$ cat config.mk
export PLATFORM = sky130hd
export DESIGN_NAME = seven_segment_scan_driver_core_flat
export DESIGN_NICKNAME = d
export VERILOG_FILES = /design/src/ssd_pkg.sv /design/src/ssd_if.sv /design/src/ssd_in_stage.sv /design/src/ssd_engine.sv /design/src/ssd_out_stage.sv /design/src/seven_segment_scan_driver_core.sv /design/src/flat_wrapper.sv
export SDC_FILE = /design/constraint.sdc
export NUM_CORES = 1
export LEC_CHECK = 0
export BUFFER_PORTS_ARGS = -buffer_cell sky130_fd_sc_hd__buf_4
export CAP_MARGIN = 5
export CORE_AREA = 5 5 127 129
export CTS_BUF_LIST = sky130_fd_sc_hd__clkbuf_8
export DETAILED_ROUTE_END_ITERATION = 10
export DIE_AREA = 0 0 132 134
export GPL_ROUTABILITY_DRIVEN = 0
export SKIP_LAST_GASP = 1
export SLEW_MARGIN = 10
export SYNTH_ARGS = -nofsm -noshare
export SYNTH_HDL_FRONTEND = slang
export SYNTH_SLANG_ARGS = --single-unit
export TNS_END_PERCENT = 20
$ cat constraint.sdc
create_clock -name i_clk -period 10.2 [get_ports i_clk]
set_input_delay 0 -clock i_clk [delete_from_list [all_inputs] [get_ports i_clk]]
set_output_delay 0 -clock i_clk [all_outputs]
set_load 0.01 [all_outputs]
$ cat src/ssd_pkg.sv
// Shared types, codes and the character-to-segment table of the scan driver.
// Depends on nothing.
package ssd_pkg;

    localparam int unsigned PERIOD_W = 12;
    localparam int unsigned DIGIT_W  = 2;
    localparam int unsigned SLOTS    = 4;
    localparam int unsigned KIND_W   = 3;

    localparam logic [PERIOD_W-1:0] PERIOD_RESET = 12'd3750;
    localparam logic [7:0]          POINT_BIT    = 8'h80;
    localparam logic [7:0]          SEG_MASK     = 8'h7f;

    // Item kinds
    typedef enum logic [KIND_W-1:0] {
        KIND_TICK      = 3'd0,
        KIND_SET_CHAR  = 3'd1,
        KIND_POINT_ON  = 3'd2,
        KIND_POINT_OFF = 3'd3,
        KIND_CLEAR_ALL = 3'd4
    } t_kind;

    typedef struct packed {
        logic [KIND_W-1:0]  kind;
        logic [7:0]         character;
        logic [DIGIT_W-1:0] digit;
    } t_item;

    // Input register contents as seen by the engine
    typedef struct packed {
        logic  valid;
        t_item item;
    } t_stage;

    typedef struct packed {
        logic [7:0]         segments;
        logic [SLOTS-1:0]   digit_enable;
        logic [DIGIT_W-1:0] digit_index;
    } t_result;

    // Result handoff from the engine to the output register
    typedef struct packed {
        logic    load;
        t_result data;
    } t_res_ctl;

    // Segment pattern gfedcba for an ASCII code; blank if not in the table
    function automatic logic [6:0] glyph_lookup(input logic [7:0] ch);
        logic [6:0] pat;
        case (ch)
            8'h30:   pat = 7'h3f;
            8'h31:   pat = 7'h06;
            8'h32:   pat = 7'h5b;
            8'h33:   pat = 7'h4f;
            8'h34:   pat = 7'h66;
            8'h35:   pat = 7'h6d;
            8'h36:   pat = 7'h7d;
            8'h37:   pat = 7'h07;
            8'h38:   pat = 7'h7f;
            8'h39:   pat = 7'h6f;
            8'h2a:   pat = 7'h46;
            8'h23:   pat = 7'h70;
            8'h61:   pat = 7'h77;
            8'h62:   pat = 7'h7c;
            8'h63:   pat = 7'h39;
            8'h64:   pat = 7'h5e;
            8'h65:   pat = 7'h79;
            default: pat = 7'h00;
        endcase
        return pat;
    endfunction

endpackage

$ cat src/ssd_if.sv
// Valid/ready channel interfaces for items in and results out.
// Depends on nothing.
interface ssd_item_if;
    logic       valid;
    logic       ready;
    logic [2:0] kind;
    logic [7:0] character;
    logic [1:0] digit;

    modport source (output valid, output kind, output character, output digit, input ready);
    modport sink   (input valid, input kind, input character, input digit, output ready);
endinterface

interface ssd_result_if;
    logic       valid;
    logic       ready;
    logic [7:0] segments;
    logic [3:0] digit_enable;
    logic [1:0] digit_index;

    modport source (output valid, output segments, output digit_enable, output digit_index,
                    input ready);
    modport sink   (input valid, input segments, input digit_enable, input digit_index,
                    output ready);
endinterface

$ cat src/ssd_in_stage.sv
// Input register of the scan driver: holds one accepted item for the engine.
// Depends on ssd_pkg and ssd_item_if.
module ssd_in_stage import ssd_pkg::*; (
    input  logic             i_clk,
    input  logic             i_rst_n,
    ssd_item_if.sink         i_item,
    input  logic             i_advance,
    output t_stage           o_stage
);

    logic  r_valid;
    t_item r_item;

    // Take a new item when empty or when the held one moves on
    assign i_item.ready = !r_valid || i_advance;

    always_ff @(posedge i_clk) begin
        if (!i_rst_n) begin
            r_valid <= 1'b0;
        end else if (i_item.ready) begin
            r_valid <= i_item.valid;
        end
    end

    // Capture payload
    always_ff @(posedge i_clk) begin
        if (i_item.valid && i_item.ready) begin
            r_item.kind      <= i_item.kind;
            r_item.character <= i_item.character;
            r_item.digit     <= i_item.digit;
        end
    end

    assign o_stage.valid = r_valid;
    assign o_stage.item  = r_item;

endmodule

$ cat src/ssd_engine.sv
// Digit store, tick counter and scan index; applies one staged item a cycle unless a refreshing tick is stalled.
// Depends on ssd_pkg.
module ssd_engine import ssd_pkg::*; #(
    parameter int NUM_DIGITS = 4
) (
    input  logic                i_clk,
    input  logic                i_rst_n,
    input  logic                i_cfg_we,
    input  logic [PERIOD_W-1:0] i_cfg_wdata,
    input  t_stage              i_stage,
    input  logic                i_slot_free,
    output logic                o_advance,
    output t_res_ctl            o_res
);

    localparam logic [3:0] NUM_D = 4'(NUM_DIGITS);

    logic [7:0]          r_codes [SLOTS];
    logic [DIGIT_W-1:0]  r_scan;
    logic [PERIOD_W-1:0] r_count;
    logic [PERIOD_W-1:0] r_period;

    logic [PERIOD_W:0]   next_count;
    logic                is_tick;
    logic                hit;
    logic                apply;
    logic                d_ok;
    logic [DIGIT_W-1:0]  idx_cur;
    logic [DIGIT_W:0]    idx_inc;
    logic [DIGIT_W-1:0]  n_scan;
    logic [6:0]          glyph;

    // Tick compare against the scan period
    assign is_tick    = (i_stage.item.kind == KIND_TICK);
    assign next_count = {1'b0, r_count} + 13'd1;
    assign hit        = i_stage.valid && is_tick && (next_count >= {1'b0, r_period});

    // Stall only a refreshing tick while the result register is full
    assign o_advance = !hit || i_slot_free;
    assign apply     = i_stage.valid && o_advance;

    // Current digit and the one after it, wrapping at the digit count
    assign idx_cur = ({2'b00, r_scan} < NUM_D) ? r_scan : '0;
    assign idx_inc = {1'b0, idx_cur} + 3'd1;
    assign n_scan  = ({1'b0, idx_inc} >= NUM_D) ? '0 : idx_inc[DIGIT_W-1:0];

    assign d_ok  = ({2'b00, i_stage.item.digit} < NUM_D);
    assign glyph = glyph_lookup(i_stage.item.character);

    // Result for the output register
    assign o_res.load              = hit && i_slot_free;
    assign o_res.data.segments     = r_codes[idx_cur];
    assign o_res.data.digit_enable = ~(4'b0001 << idx_cur);
    assign o_res.data.digit_index  = idx_cur;

    // Scan period register
    always_ff @(posedge i_clk) begin
        if (!i_rst_n) begin
            r_period <= PERIOD_RESET;
        end else if (i_cfg_we) begin
            r_period <= i_cfg_wdata;
        end
    end

    // Advance tick counter and scan index
    always_ff @(posedge i_clk) begin
        if (!i_rst_n) begin
            r_count <= '0;
            r_scan  <= '0;
        end else if (apply && is_tick) begin
            if (hit) begin
                r_count <= '0;
                r_scan  <= n_scan;
            end else begin
                r_count <= next_count[PERIOD_W-1:0];
            end
        end
    end

    // Update the digit store
    always_ff @(posedge i_clk) begin
        if (!i_rst_n) begin
            for (int i = 0; i < SLOTS; i++) begin
                r_codes[i] <= '0;
            end
        end else if (apply) begin
            case (i_stage.item.kind)
                KIND_SET_CHAR: begin
                    if (d_ok) begin
                        r_codes[i_stage.item.digit] <= {r_codes[i_stage.item.digit][7], glyph};
                    end
                end
                KIND_POINT_ON: begin
                    if (d_ok) begin
                        r_codes[i_stage.item.digit] <= r_codes[i_stage.item.digit] | POINT_BIT;
                    end
                end
                KIND_POINT_OFF: begin
                    if (d_ok) begin
                        r_codes[i_stage.item.digit] <= r_codes[i_stage.item.digit] & SEG_MASK;
                    end
                end
                KIND_CLEAR_ALL: begin
                    for (int i = 0; i < SLOTS; i++) begin
                        r_codes[i] <= '0;
                    end
                end
                default: begin
                end
            endcase
        end
    end

endmodule

$ cat src/ssd_out_stage.sv
// Result register of the scan driver: holds one refresh until it is taken.
// Depends on ssd_pkg and ssd_result_if.
module ssd_out_stage import ssd_pkg::*; (
    input  logic        i_clk,
    input  logic        i_rst_n,
    input  t_res_ctl    i_res,
    output logic        o_slot_free,
    ssd_result_if.source o_result
);

    logic    r_valid;
    t_result r_data;

    assign o_slot_free = !r_valid || o_result.ready;

    // Hold the result until taken, load a new one when free
    always_ff @(posedge i_clk) begin
        if (!i_rst_n) begin
            r_valid <= 1'b0;
        end else if (o_slot_free) begin
            r_valid <= i_res.load;
        end
    end

    always_ff @(posedge i_clk) begin
        if (i_res.load) begin
            r_data <= i_res.data;
        end
    end

    assign o_result.valid        = r_valid;
    assign o_result.segments     = r_data.segments;
    assign o_result.digit_enable = r_data.digit_enable;
    assign o_result.digit_index  = r_data.digit_index;

endmodule

$ cat src/seven_segment_scan_driver_core.sv
// Multiplexed four-digit seven-segment driver. Takes one item per clock
// (tick, set character, point on/off, clear all); each item passes the input
// register and then updates the digit store or tick counter; a tick that
// reaches the scan period loads the result register at the same edge as it
// clears the tick counter, so a refresh passes the input and result registers
// before it appears on the result port. The only stall is a refreshing tick held
// in the input register while the result register is still full.
// Depends on ssd_pkg, ssd_if, ssd_in_stage, ssd_engine and ssd_out_stage.
module seven_segment_scan_driver_core import ssd_pkg::*; #(
    parameter int NUM_DIGITS = 4
) (
    input  logic                i_clk,
    input  logic                i_rst_n,
    input  logic                i_cfg_we,
    input  logic [PERIOD_W-1:0] i_cfg_wdata,
    ssd_item_if.sink            i_item,
    ssd_result_if.source        o_result
);

    t_stage   stage;
    t_res_ctl res;
    logic     advance;
    logic     slot_free;

    ssd_in_stage u_in (
        .i_clk     (i_clk),
        .i_rst_n   (i_rst_n),
        .i_item    (i_item),
        .i_advance (advance),
        .o_stage   (stage)
    );

    ssd_engine #(
        .NUM_DIGITS (NUM_DIGITS)
    ) u_engine (
        .i_clk       (i_clk),
        .i_rst_n     (i_rst_n),
        .i_cfg_we    (i_cfg_we),
        .i_cfg_wdata (i_cfg_wdata),
        .i_stage     (stage),
        .i_slot_free (slot_free),
        .o_advance   (advance),
        .o_res       (res)
    );

    ssd_out_stage u_out (
        .i_clk       (i_clk),
        .i_rst_n     (i_rst_n),
        .i_res       (res),
        .o_slot_free (slot_free),
        .o_result    (o_result)
    );

endmodule

$ cat src/flat_wrapper.sv
// flat-port wrapper written by rule: the top's interface ports become plain ports
module seven_segment_scan_driver_core_flat import ssd_pkg::*;
#(
    parameter int NUM_DIGITS = 4
)
  (i_clk, i_rst_n, i_cfg_we, i_cfg_wdata, i_item_valid, i_item_kind, i_item_character, i_item_digit, i_item_ready, o_result_valid, o_result_segments, o_result_digit_enable, o_result_digit_index, o_result_ready);
  ssd_item_if i_item_i ();
  ssd_result_if o_result_i ();
  input  logic i_clk;
  input  logic i_rst_n;
  input  logic i_cfg_we;
  input  logic [PERIOD_W-1:0] i_cfg_wdata;
  input wire logic [$bits(i_item_i.valid)-1:0] i_item_valid;
  input wire logic [$bits(i_item_i.kind)-1:0] i_item_kind;
  input wire logic [$bits(i_item_i.character)-1:0] i_item_character;
  input wire logic [$bits(i_item_i.digit)-1:0] i_item_digit;
  output wire logic [$bits(i_item_i.ready)-1:0] i_item_ready;
  output wire logic [$bits(o_result_i.valid)-1:0] o_result_valid;
  output wire logic [$bits(o_result_i.segments)-1:0] o_result_segments;
  output wire logic [$bits(o_result_i.digit_enable)-1:0] o_result_digit_enable;
  output wire logic [$bits(o_result_i.digit_index)-1:0] o_result_digit_index;
  input wire logic [$bits(o_result_i.ready)-1:0] o_result_ready;
  assign i_item_i.valid = i_item_valid;
  assign i_item_i.kind = i_item_kind;
  assign i_item_i.character = i_item_character;
  assign i_item_i.digit = i_item_digit;
  assign i_item_ready = i_item_i.ready;
  assign o_result_valid = o_result_i.valid;
  assign o_result_segments = o_result_i.segments;
  assign o_result_digit_enable = o_result_i.digit_enable;
  assign o_result_digit_index = o_result_i.digit_index;
  assign o_result_i.ready = o_result_ready;
  seven_segment_scan_driver_core #(.NUM_DIGITS(NUM_DIGITS)) u_core (.i_clk(i_clk), .i_rst_n(i_rst_n), .i_cfg_we(i_cfg_we), .i_cfg_wdata(i_cfg_wdata), .i_item(i_item_i), .o_result(o_result_i));
endmodule
==> run summary, run 1 <==
Total clock buffers created by CTS: 9
Yosys warnings: 0
Share of layout cells above drive strength 1: 17.3%
Setup Skew: 0.0172 ns
GR Util All Layers: 10.5%
Leading area contributor after synthesis: edfxtp_1
Post-DP HPWL: 6490 um
Number of port buffers: 45
Final worst-path cycle share: 36.7%
Worst slew margin: 37.3%
Register area share after synthesis: 53.3%
Async S/R FF share, synth: 0%
Post-route setup slack: 6.45 ns
Nets: 518
CTS H-tree depth: 3
Clock sinks: 87
CTS clock-pin slew for the worst setup and hold paths: 0.10 ns
Area added between synthesis and finish: 23.1%
Critical Path, Cell by Cell: nand4_2 -> nor3_2 -> nand3_1 -> and2_1 -> or2_2 -> ha_1 -> nand3_1 -> nand2b_1 -> a31oi_1 -> o31ai_2 -> or2_1 -> and2_1
Routed Antenna Nets: 0
Worst hold slack: 0.0256 ns
Die area: 17,700 um2
Static leakage: 0.00198 uW
Die H: 134 um
CP Capture Type: flip-flop
Worst-Margin Slew: 0.936 ns
Pins Over Slew Limit: 0
Synth cell types: 56
Final instance area: 5390 um2
CP Launch Type: flip-flop
CTS root buffer: clkbuf_8
Final min period: 3.75 ns
Pre-CTS WS: 6.49 ns
Max rail drop VDD: 50.1 uV
Final hold viol count: 0
Share of the synthesized area in the top cell type: 40.5%
DRC: 0
CP max FO: 13
First-pass GRT wire length: 15,300 um
Initial antenna violation count: 0
Max incr delay on CP: 0.48 ns
Vias: 3,124
Setup repair after global routing missed its margin: no
Via/cell ratio: 4.71
Initial Util: 29.3%
Setup TNS: 0 ns
Most frequent cells in the layout: edfxtp_1, nor2_1, buf_4
FMAX: 267 MHz
Initial DRC count: 254
Final setup fails: 0
Antenna diode count: 0
# IOs: 46
Die W: 132 um
Placed Area: 4870 um2
PwrDens: 129 nW/um2
Clk_lat worst skew: 0.37 ns
EDFF count, synth: 59
Worst Hold Class: in2reg
Vias in the first global route: 3,175
Crit path DAT: 3.75 ns
Total grt overflow: 0
Drt wl/cell: 13.7 um
Post-CTS Setup Bufs: 0
Core area: 14,900 um2
Routed wire length: 9060 um
Slowest CP cell: and2_1
Max cap viols: 0
Top_reg_cell synth: edfxtp_1
Row count: 45
Mapped Area: 4380 um2
Outcome: finished clean
Req. time, crit path: 10.20 ns
Area contributors post-synth: edfxtp_1, dfxtp_1, ha_1, mux4_2, nor2_1
Synth Area per Inst: 11.0 um2
TritonRoute pass-1 iters: 5
Critical path type: reg2reg
Seq cells post-synth: 87
Net Count, Synth: 447
Maximum clock insertion buffer count: 2
Gate Count Post-Synth: 399
Largest net degree at the start of global routing: 38
Commonest non-fill, non-tap cell in the layout: edfxtp_1
CTS tree: done
-- critical path, delay by kind of cell (launching register included) --
kind	cells	cell delay (ns)
flip-flops	1	0.47
adder cells (fa/ha/maj)	1	0.29
AO/OA/AOI/OAI	2	0.56
AND/OR/NAND/NOR	9	2.05
-- report_power, final --
| part | switching (uW) | total (uW) | internal, uW | leakage [uW] |
|---|---|---|---|---|
| Combinational | 24.0 | 52.2 | 28.2 | 0.00108 |
| Clock | 132 | 248 | 116 | 0.000104 |
| Sequential | 8.29 | 396 | 388 | 0.000791 |
-- logic make-up after synthesis --
| logic type | synth area share (%) |
|---|---|
| AOI/OAI and AO/OA | 9.95 |
| muxes | 6.17 |
| buffers and inverters | 3.77 |
| xor gates and xnor gates | 1.60 |
| and+or+nand+nor | 20.1 |
| adders and majority gates | 5.14 |
| DFF | 53.3 |
-- synthesized netlist by cell type (all sizes together) (2+ instances only) --
master   instances
a21boi          10
and3             2
o211ai           8
ha              18
edfxtp          59
nor3             8
nand4            3
or2              3
xor2             2
a31oi            2
nand2           39
a21o             3
mux2i            9
nand3b          13
o21ai           23
nor2b           14
dfxtp           28
or3              3
and4             3
nand3           11
o22ai            2
a211oi           3
nand2b           6
xnor2            6
and2             3
inv             20
nor3b            2
a21oi            7
nor2            48
clkbuf          10
mux4             8
buf              8
nor4             2
nand4bb          2
-- flip-flops by register name (all words and copies together), names as in the netlist, 2 cells and up --
signal	cells
u_core.u_out.o_result.segments	8
u_core.u_in.o_stage	13
u_core.u_engine.r_period	12
u_core.u_engine.idx_cur	2
u_core.u_engine.r_count	12
u_core.u_out.o_result.digit_enable	4
u_core.u_out.o_result.digit_index	2
u_core.u_engine.r_codes	32
-- timing repair --
| action | 4_1_cts | 5_1_grt |
|---|---|---|
| gates resized for setup | 0 | 0 |
| endpoints found under the setup margin | 0 | 0 |
| endpoints found under the hold margin | 26 | 0 |
| hold buffers | 32 | 0 |
-- path summary, 6_finish.rpt --
path | slack, ns | end | cells past startpoint | from
setup / recovery | 6.45 | u_core.u_in.o_stage[11]$_DFFE_PP_ | 12 | u_core.u_engine.r_count[2]$_SDFFE_PN0N_
hold / removal | 0.03 | u_core.u_engine.r_period[7]$_SDFFE_PN1P_ | 3 | i_cfg_we
setup reg to reg | 6.45 | u_core.u_in.o_stage[11]$_DFFE_PP_ | 12 | u_core.u_engine.r_count[2]$_SDFFE_PN0N_
hold reg to reg | 0.51 | u_core.u_engine.r_period[7]$_SDFFE_PN1P_ | 2 | u_core.u_engine.r_period[7]$_SDFFE_PN1P_
-- routing by layer --
| layer | wire, um | up-vias | part of all wire [%] | GRT usage [%] |
|---|---|---|---|---|
| li1 | - | 1582 | - | - |
| met3 | 529 | 15 | 5.8 | 2.63 |
| met5 | 0 | - | 0 | 0 |
| met2 | 4250 | 91 | 47 | 16.9 |
| met4 | 217 | 0 | 2.4 | 4.69 |
| met1 | 4060 | 1436 | 45 | 13.5 |
-- stage by stage --
| stage | util (%) | instances | power [uW] |
|---|---|---|---|
| after floorplan | - | 399 | 429 |
| after global placement | 32.6 | 615 | 444 |
| after detailed placement | 32.6 | 615 | 446 |
| after CTS | 36.1 | 663 | 705 |
| after global routing | 36.1 | 663 | 726 |
| final | 36.1 | 663 | 697 |
-- final cells by class --
cell class / count / area [um2]
inverters: 20 / 75.1
repair buffers: 78 / 666
clock buffers: 9 / 124
multi-input cells: 274 / 1880
clock inverters: 7 / 78.8
well taps: 188 / 235
flip-flops and latches: 87 / 2330
fillers: 1485 / 9530
(Power assumes the default switching activity.)
==> run 2, diff against run 1 <==
==> constraint.sdc (replaced) <==
create_clock -name i_clk -period 3.85 [get_ports i_clk]
set_input_delay 0 -clock i_clk [delete_from_list [all_inputs] [get_ports i_clk]]
set_output_delay 0 -clock i_clk [all_outputs]
set_load 0.01 [all_outputs]
==> run 2 against run 1 <==
Net effect:
- clock-buffer cell count unchanged
- non-clock buffer count shrank 4
- utilization is 0.42 points lower
- global-route usage is 0.20 points higher
- final cell count shrank 0.60%
- critical path type unchanged
- critical endpoint is now u_core.u_in.o_stage[10]$_DFFE_PP_
- highest routed layer unchanged
==> run summary, run 2 (synthesized netlist as in run 1, its figures left out) <==
Initial Util: 29.3% (unchanged)
Largest Register: u_core.u_engine.r_codes
Initial antenna violation count: 0 (unchanged)
CP max FO: 13 (unchanged)
Final instance area: 5330 um2 (-1.2%)
Reg area: 2330 um2 (unchanged)
Clock sinks: 87 (unchanged)
Crit. Startpoint: u_core.u_engine.r_count[3]$_SDFFE_PN0N_
Vias: 3,087 (-1.2%)
Largest net degree at the start of global routing: 38 (unchanged)
Worst-Margin Slew: 0.711 ns (-0.225 ns)
First-pass GRT wire length: 15,700 um (+2.6%)
Pins Over Slew Limit: 0 (unchanged)
Req. time, crit path: 3.94 ns (-6.26 ns)
Outcome: finished clean
Core area: 14,900 um2 (unchanged)
Routed Antenna Nets: 0 (unchanged)
FMAX: 282 MHz (+5.6%)
Vias in the first global route: 3,227 (+1.6%)
Cells after DPL: 616 (+0.16%)
Setup Skew: 0.0159 ns (-0.00132 ns)
Internal reg-to-reg setup slack: 0.30 ns (-6.15 ns)
Critical Path, Cell by Cell: nand4_2 -> nor3_2 -> nand3_1 -> and2_1 -> or2_2 -> ha_1 -> nand3_1 -> nand2b_1 -> a31oi_1 -> o31ai_2 -> or2_1 -> and2_2
PwrDens: 334 nW/um2 (+160%)
Max incr delay on CP: 0.46 ns (-0.02 ns)
Hold path depth: 3 (unchanged)
WP depth: 12 (unchanged)
Worst Hold Class: in2reg
Worst reg2reg path depth: 12 (unchanged)
CTS root buffer: clkbuf_8
Final Non-Filler Cells: 659 (-0.60%)
Total clock buffers created by CTS: 9 (unchanged)
Multi-input gate area: 1880 um2 (about the same)
Maximum clock insertion buffer count: 2 (unchanged)
Area added between synthesis and finish: 21.7%
Final worst-path cycle share: 92.2% (+55 points)
TritonRoute pass-1 iters: 5 (unchanged)
CP Capture Type: flip-flop
DRC: 0 (unchanged)
Max reg flops: 32 (unchanged)
Initial DRC count: 258 (+1.6%)
Worst hold slack: 0.0173 ns (-0.00830 ns)
Met3 WL: 454 um (-14%)
CTS H-tree depth: 3 (unchanged)
Die W: 132 um (unchanged)
Cell repeated most along the worst path: nand3_1
Worst slew margin: 52.5% (+15 points)
Top layer in use: met4
Max cap viols: 0 (unchanged)
Placed Area: 4880 um2 (+0.15%)
Critical path type: reg2reg
CTS tree: done
Critical path destination: u_core.u_in.o_stage[10]$_DFFE_PP_
Die area: 17,700 um2 (unchanged)
Slowest CP cell: dfxtp_1
Die H: 134 um (unchanged)
Final hold viol count: 0 (unchanged)
Number of port buffers: 45 (unchanged)
Share of layout cells above drive strength 1: 17.8% (+0.57 points)
Crit path DAT: 3.64 ns (-0.11 ns)
Static leakage: 0.00196 uW (-0.91%)
Total grt overflow: 0 (unchanged)
CP top delay family: simple AND/OR/NAND/NOR gates
# IOs: 46 (unchanged)
Final min period: 3.55 ns (-0.197 ns)
Reg2reg start: u_core.u_engine.r_count[3]$_SDFFE_PN0N_
DRT met1 WL: 4230 um (+4.1%)
Post-DP HPWL: 6500 um (+0.23%)
Setup TNS: 0 ns (unchanged)
Clk_lat worst skew: 0.37 ns (about the same)
GR Util All Layers: 10.7% (+0.20 points)
Nets: 514 (-0.77%)
Drt wl/cell: 13.7 um (+0.43%)
Post-CTS Setup Bufs: 0 (unchanged)
Final setup fails: 0 (unchanged)
Max rail drop VDD: 191 uV (+280%)
Reg2reg end: u_core.u_in.o_stage[10]$_DFFE_PP_
Commonest non-fill, non-tap cell in the layout: edfxtp_1
Fill cells: 1,452 (-2.2%)
WP buf/inv: 0 (unchanged)
Routed wire length: 9050 um (-0.18%)
Met2 routed WL: 4170 um (-2.0%)
CTS clock-pin slew for the worst setup and hold paths: 0.09 ns (about the same)
Antenna diode count: 0 (unchanged)
Via/cell ratio: 4.68 (-0.58%)
Pwr Total: 1780 uW (+160%)
Most frequent cells in the layout: edfxtp_1, nor2_1, buf_4
CP Launch Type: flip-flop
Row count: 45 (unchanged)
Setup repair after global routing missed its margin: no
[run 2: cell types whose count changed in the layout (fill, tap and decap cells not counted)]
| cell | before | now |
|---|---|---|
| and2_1 | 3 | 2 |
| inv_6 | 2 | 1 |
| bufinv_16 | 1 | 0 |
| clkinv_4 | 1 | 3 |
| buf_4 | 46 | 47 |
| and2_2 | 0 | 1 |
| dlygate4sd3_1 | 32 | 27 |
[run 2: timing repair]
action                                  4_1_cts  5_1_grt
hold buffers                                 27        0
gates resized for setup                       0        1
endpoints found under the setup margin        0       13
hold endpoints to repair                     26        0
[run 2: cell type report]
class | count | share of cell area [%]
tap | 188 | 4.41
clock inverter | 7 | 1.08
timing repair buffer | 74 | 11.7
sequential | 87 | 43.8
clock buffer | 9 | 2.32
multi-input combinational | 274 | 35.3
inverter | 20 | 1.41
[run 2: worst min-delay path by stage]
stage | start | endpoint | slack [ns]
floorplan | i_item_digit[0] | u_core.u_in.o_stage[0]$_DFFE_PP_ | 0.1
global route | i_cfg_we | u_core.u_engine.r_period[1]$_SDFFE_PN1P_ | 0.02
global placement | i_item_kind[0] | u_core.u_in.o_stage[10]$_DFFE_PP_ | 0.18
finish | i_cfg_we | u_core.u_engine.r_period[1]$_SDFFE_PN1P_ | 0.02
detailed placement | i_item_character[1] | u_core.u_in.o_stage[3]$_DFFE_PP_ | 0.18
CTS | i_cfg_we | u_core.u_engine.r_period[1]$_SDFFE_PN1P_ | 0.0002
[run 2: power breakdown]
part	total [uW]	internal (uW)	switching (uW)	leakage, uW
combinational	134	71.3	62.5	0.00107
clock	595	242	353	0.0000931
sequential	1050	1030	22.4	0.000791
[run 2: metrics by stage]
stage / util (%) / setup slack (ns)
floorplan: - / 0.360
global placement: 32.7 / 0.283
detailed placement: 32.7 / 0.194
CTS: 35.7 / 0.172
global route: 35.7 / 0.0723
finish: 35.7 / 0.300
[run 2: worst min-delay path: stages]
cell and delay, ns:
buf_4 0.18, nand2_1 0.07, o211ai_1 0.07
[run 2: routing by layer]
metal	vias up	track usage (%)
met5	-	0
met4	0	4.40
met3	13	2.89
met1	1442	13.9
met2	64	17.1
li1	1568	-
